[src/design/cdm_pkg.sv]
`timescale 1ns / 1ps
`default_nettype none
// ----------------------------------------------------------------------------
// cdm_pkg
// Shared types, codes and default sizes of the coherent data-cache model.
// ----------------------------------------------------------------------------
package cdm_pkg;

    localparam int DEF_NUM_CPUS  = 4;
    localparam int DEF_LINES     = 256;
    localparam int DEF_WAY_BITS  = 2;
    localparam int DEF_LINE_BITS = 5;
    localparam int MAX_WAY_BITS  = 3;

    localparam logic [31:0] TAG_RESET_WORD = 32'h8BAD_F00D;
    localparam logic [15:0] LFSR_SEED      = 16'hACE1;
    localparam logic [15:0] LFSR_TAPS      = 16'hB400;

    localparam logic [2:0]  ACTIVE_RESET  = 3'd4;
    localparam logic [15:0] LATENCY_RESET = 16'd100;

    localparam int CFG_IDX_W  = 2;
    localparam int CFG_DATA_W = 16;

    localparam logic [CFG_IDX_W-1:0] CFG_ACTIVE_CPUS = 2'd0;
    localparam logic [CFG_IDX_W-1:0] CFG_READ_MISS   = 2'd1;
    localparam logic [CFG_IDX_W-1:0] CFG_WRITE_LAT   = 2'd2;

    typedef enum logic [1:0] {
        FN_LOAD  = 2'd0,
        FN_STORE = 2'd1,
        FN_INVAL = 2'd2,
        FN_NONE  = 2'd3
    } func_t;

    typedef enum logic [1:0] {
        LS_INV = 2'd0,
        LS_SHR = 2'd1,
        LS_MOD = 2'd2
    } line_st_t;

    typedef enum logic [2:0] {
        ST_CLEAR,
        ST_IDLE,
        ST_P_RD,
        ST_P_LK,
        ST_S_RD,
        ST_S_WR,
        ST_DONE
    } ctl_state_t;

    typedef struct packed {
        logic                    hit;
        logic [MAX_WAY_BITS-1:0] hit_way;
        logic [1:0]              hit_state;
        logic                    has_inv;
        logic [MAX_WAY_BITS-1:0] inv_way;
    } match_t;

    typedef struct packed {
        logic [2:0]      count;
        logic [7:0][2:0] offs;
    } split_t;

endpackage
`default_nettype wire

[src/design/cdm_piece_split.sv]
`timescale 1ns / 1ps
`default_nettype none
// ----------------------------------------------------------------------------
// cdm_piece_split
// Break an access into line-contained pieces, as byte offsets from its base.
// ----------------------------------------------------------------------------
module cdm_piece_split #(
    parameter int LINE_BITS = 5
) (
    input  wire logic [31:0] address,
    input  wire logic [1:0]  size_code,
    output cdm_pkg::split_t  split
);
    import cdm_pkg::*;

    localparam int LS = 1 << LINE_BITS;

    typedef struct packed {
        logic [2:0]      n;
        logic [3:0][2:0] o;
    } word_t;

    function automatic logic fits(input logic [31:0] a, input logic [2:0] n);
        logic [LINE_BITS:0] s;
        s = {1'b0, a[LINE_BITS-1:0]} + (LINE_BITS+1)'(n);
        return s < (LINE_BITS+1)'(LS);
    endfunction

    function automatic word_t word(input logic [31:0] a, input logic [2:0] o);
        word_t       r;
        logic [31:0] x;
        logic [2:0]  k;
        r = '0;
        x = a + 32'(o);
        k = '0;
        if (fits(x, 3'd3))
        begin
            r.o[0] = o;
            k      = 3'd1;
        end
        else if (x[0])
        begin
            r.o[0] = o;
            r.o[1] = o + 3'd1;
            k      = 3'd2;
            if (!fits(x + 32'd1, 3'd1))
            begin
                r.o[2] = o + 3'd2;
                k      = 3'd3;
            end
            r.o[k[1:0]] = o + 3'd3;
            k           = k + 3'd1;
        end
        else
        begin
            r.o[0] = o;
            k      = 3'd1;
            if (!fits(x, 3'd1))
            begin
                r.o[1] = o + 3'd1;
                k      = 3'd2;
            end
            r.o[k[1:0]] = o + 3'd2;
            k           = k + 3'd1;
            if (!fits(x + 32'd2, 3'd1))
            begin
                r.o[k[1:0]] = o + 3'd3;
                k           = k + 3'd1;
            end
        end
        r.n = k;
        return r;
    endfunction

    word_t w0;
    word_t w1;

    always_comb
    begin
        w0    = word(address, 3'd0);
        w1    = word(address, 3'd4);
        split = '0;
        case (size_code)
            2'd0:
            begin
                split.count = 3'd1;
            end
            2'd1:
            begin
                split.offs[1] = 3'd1;
                split.count   = fits(address, 3'd1) ? 3'd1 : 3'd2;
            end
            2'd2:
            begin
                for (int i = 0; i < 4; i++)
                begin
                    split.offs[i] = w0.o[i];
                end
                split.count = w0.n;
            end
            default:
            begin
                for (int i = 0; i < 4; i++)
                begin
                    if (3'(i) < w0.n)
                    begin
                        split.offs[i] = w0.o[i];
                    end
                end
                for (int i = 0; i < 4; i++)
                begin
                    if (3'(i) < w1.n)
                    begin
                        split.offs[3'(i) + w0.n] = w1.o[i];
                    end
                end
                split.count = w0.n + w1.n;
            end
        endcase
    end

endmodule
`default_nettype wire

[config.mk]
export PLATFORM = sky130hd
export DESIGN_NAME = cdm_piece_split
export DESIGN_NICKNAME = d
export VERILOG_FILES = /design/src/design/cdm_pkg.sv /design/src/design/cdm_piece_split.sv
export SDC_FILE = /design/constraint.sdc
export NUM_CORES = 1
export LEC_CHECK = 0
export BUFFER_PORTS_ARGS = -buffer_cell sky130_fd_sc_hd__buf_2
export CORE_MARGIN = 2
export CORE_UTILIZATION = 29
export DETAILED_ROUTE_END_ITERATION = 10
export PLACE_DENSITY_LB_ADDON = 0.12
export SETUP_SLACK_MARGIN = 0.15
export SKIP_LAST_GASP = 1
export SYNTH_ARGS = -nofsm -noshare
export SYNTH_HDL_FRONTEND = slang
export SYNTH_SLANG_ARGS = --single-unit
[constraint.sdc]
create_clock -name vclk -period 1.65
set_input_delay 0 -clock vclk [all_inputs]
set_output_delay 0 -clock vclk [all_outputs]
set_load 0.05 [all_outputs]
After elaboration in Yosys (flattened, before gate mapping). Index checks and enable logic that the tools add are counted.

Add/sub/neg operators: 23. Multiplexer cells: 82. Reductions and logical operators: 13. Bitwise operators: 14. Eq/ne operators: 2. $lt $le $gt $ge: 36.

Operators by type and width (number): two-way mux 24 bit (7); two-way mux 3 bit (44); bitwise mux 24 bit (4); two-way mux 12 bit (5); < comparator 6 bit, second input constant (8); adder 5 x 1 -> 6 bit, second input constant (6); demux 3 bit (select 2 bit) (6); demux 3 bit (select 3 bit) (4); adder 3 x 1 -> 3 bit, second input constant (6); < comparator 2 x 3 -> 1 bit, second input constant (6); two-way mux 9 bit (2); case mux 3 bit (3 select lines) (2); < comparator 3 x 4 -> 1 bit, second input constant (4); adder 5 x 2 -> 6 bit, second input constant (2); greater-or-equal comparator 2 x 1 -> 1 bit, second input constant (6); greater-or-equal comparator 3 x 1 -> 1 bit, second input constant (4); < comparator 1 x 3 -> 1 bit, first input constant (4); < comparator 2 x 3 -> 1 bit, first input constant (4); NOT 4 bit (3); bitwise OR 12 bit (1); bitwise OR 9 x 12 -> 12 bit (1); case mux 6 bit (2 select lines) (1); adder 5 x 1 -> 5 bit, second input constant (2); adder 5 x 2 -> 5 bit, second input constant (2); other kinds (22) (36).

Output and inout bits: 27. Input port bits: 34. Word-level logic and storage cells: 170. Flip-flop bits (word level): 0.

Longest topological paths before layout.
Depth after elaboration: 29. Depth in mapped cells: 9. Depth with buffers taken out: 9.

Least setup slack after synthesis. OpenSTA, ideal clock, no wires.

Path type: input-to-output. Start point: in address[3]. End point: out split[0] in the netlist's numbering. Stages on the path: 6. Buffers on the path: 1. Arrival: 2457 ps. Required time: 1650 ps. Slack: -807 ps. Path through: and3_2 -> buf_2 -> o21ai_0 -> inv_1 -> ha_1 -> nor4_1.

RTL lines: start, declared (line cdm_piece_split.sv:10) `input wire logic [31:0] address,`; end, declared (line cdm_piece_split.sv:12) `output cdm_pkg::split_t split`.

==> impl_metrics.toml <==
[global_route]
antenna_found_initial = 0
grt_max_degree = 12
use_met3_pct = 0.862
met2_usage_pct = 36.6
grt_pass1_vias = 597
grt_usage_pct = 19.2
grtUsageMet1_pct = 23.2
overflow = 0
grt_first_pass_wirelength_mm = 2.77
busiest_layer = "met2"

[route]
routed_via_density = 5.30
drt_iter0_markers = 9
drc_errors = 0
wl_per_cell_um = 13.6
via_count = 636
drtAntennaViolNets = 0
wl_mm = 1.64
first_pass_iters = 4

[sta]
setup_viol = 0
min_period_over_period_pct = 98.5
fin_tns_setup_ns = 0
hold_viol_final = 0
fmax_ghz = 0.616
tightestPinTransition_ns = 0.619
layout_min_cycle_time_ns = 1.62
relSlewSlack_pct = 58.6
rsz0062_at_grt = "true"
slew_viol_final = 0

[power_and_ir_drop]
intPower_uw = 96.1
ir_drop_mv = 0.207
leakage_nw = 0.456
p_seq_share_pct = 0
switching_share_pct = 62.4
power_density_nw_per_um2 = 252
p_comb_share_pct = 100.0
clockPowerShare_pct = 0
switchingPower_uw = 159

[synth]
synthTopCellsByCount = "12 x nor2_1, 6 x buf_4, 5 x inv_1"
synth_cell_types = 28
synth_top_area_share_pct = 11.7
syn_inst = 64
seq_area_frac_synth_pct = 0
yosys-top-cells-area = "ha_1 12%, buf_4 11%, nor2_1 11%, buf_2 4.7%, fa_1 4.7%"
syn_avg_cell_area_um2 = 6.69
yosysWarnings = 0
synth_most_common_cell = "nor2_1"
synth_area_um2 = 428
yosysTopAreaCell = "ha_1"

[placement]
io_buffers = 28
dp.cells = 117
place_congestion = 0.836
placed_cell_area_um2 = 850
hpwl_mm = 1.22

[min_path]
min_from = "address[1]"
hold_path.class = "input port to output port"

[critical_path]
cp.arrival_ns = 1.62
critPathMaxFanout = 4
critPathCaptureType = "output port"
cp.required_ns = 1.65
worstSetupPathType = "input port to output port"
startpoint_type = "input port"
crit_start = "address[3]"

[run]
max_cap_viol_count = 0

[layout]
clockBufferCount = 0
area_delta_synth_final_pct = 137
regArea_um2 = 0
design.seq.count = 0
n_antenna_cell = 0
drive_gt1_share_pct = 69.5
fin_area_um2 = 1010
fin_nets = 146
stdcell_count = 120

[clock_network]
hold_buffers = 0

[run_status]
status = "finished, final reports clean"

[die]
rows = 13
start_util_pct = 32.1
ioPinCount = 61
fp.coreArea_um2 = 1330
die_area_um2 = 1800
die_w_um = 42.4
die_h_um = 42.4
## per-stage QoR
| step | utilization (%) | worst slack (ns) | total power, mW | hold WS [ns] |
|---|---|---|---|---|
| CTS | 73.2 | 0.0271 | 0.249 | 0.488 |
| detailed placement | 63.7 | -0.200 | 0.228 | 0.486 |
| global route | 76.0 | -0.0317 | 0.271 | 0.530 |
| global placement | 63.7 | -0.170 | 0.224 | 0.489 |
| floorplan | - | 0.0248 | 0.173 | 0.236 |
| finish | 76.0 | 0.0255 | 0.256 | 0.495 |
## path summary, 6_finish.rpt
path | cells past startpoint | slack (ns) | end
setup / recovery | 10 | 0.03 | split[25]
hold / removal | 3 | 0.49 | split[24]
## repair_timing
item                                    CTS  global route
buffers inserted                          3             0
gates resized for setup                  33            12
endpoints found under the setup margin   14            14
pin swaps                                11             5
## kinds of logic after synthesis
logic type / share of synthesized area [%]
adders and majority gates: 16.4
muxes: 2.34
buffers and inverters: 19.6
xor gates and xnor gates: 3.80
and+or+nand+nor: 42.1
AOI/OAI and AO/OA: 14.9
other: 0.876
## layer usage
metal | vias to the layer above | wire [um]
met3 | 4 | 113
met5 | - | 0
met2 | 29 | 867
met1 | 307 | 619
li1 | 296 | -
met4 | 0 | 35
## layout make-up
type	instances	area, um2
multi-input combinational	54	548
tap	15	18.8
fill	96	320
timing repair buffer	46	425
inverter	5	21.3
## cell usage in the layout (no fill, tap or decap), drive strengths merged, types with 2 or more instances in the layout
master   n
buf     46
conb     6
ha       4
inv      5
nand2    4
nand2b   2
nand3    3
nand4b   3
nor2    12
nor4     3
o21ai    3
## power by group through the flow
stage | registers (mW) | logic [mW] | clock network, mW
4_1_cts | 0 | 0.249 | 0
3_3_place_gp | 0 | 0.224 | 0
2_1_floorplan | 0 | 0.173 | 0
6_report | 0 | 0.256 | 0
5_1_grt | 0 | 0.271 | 0
3_5_place_dp | 0 | 0.228 | 0
## worst max-delay path: stages
cell and delay (ns):
buf_8 0.11, ha_4 0.24, nor2_4 0.11, nand4b_4 0.13, ha_4 0.18, inv_2 0.05
fa_1 0.38, o32a_1 0.22, nand2_4 0.07, buf_8 0.14
No activity file was read; power rests on OpenSTA's default activity.
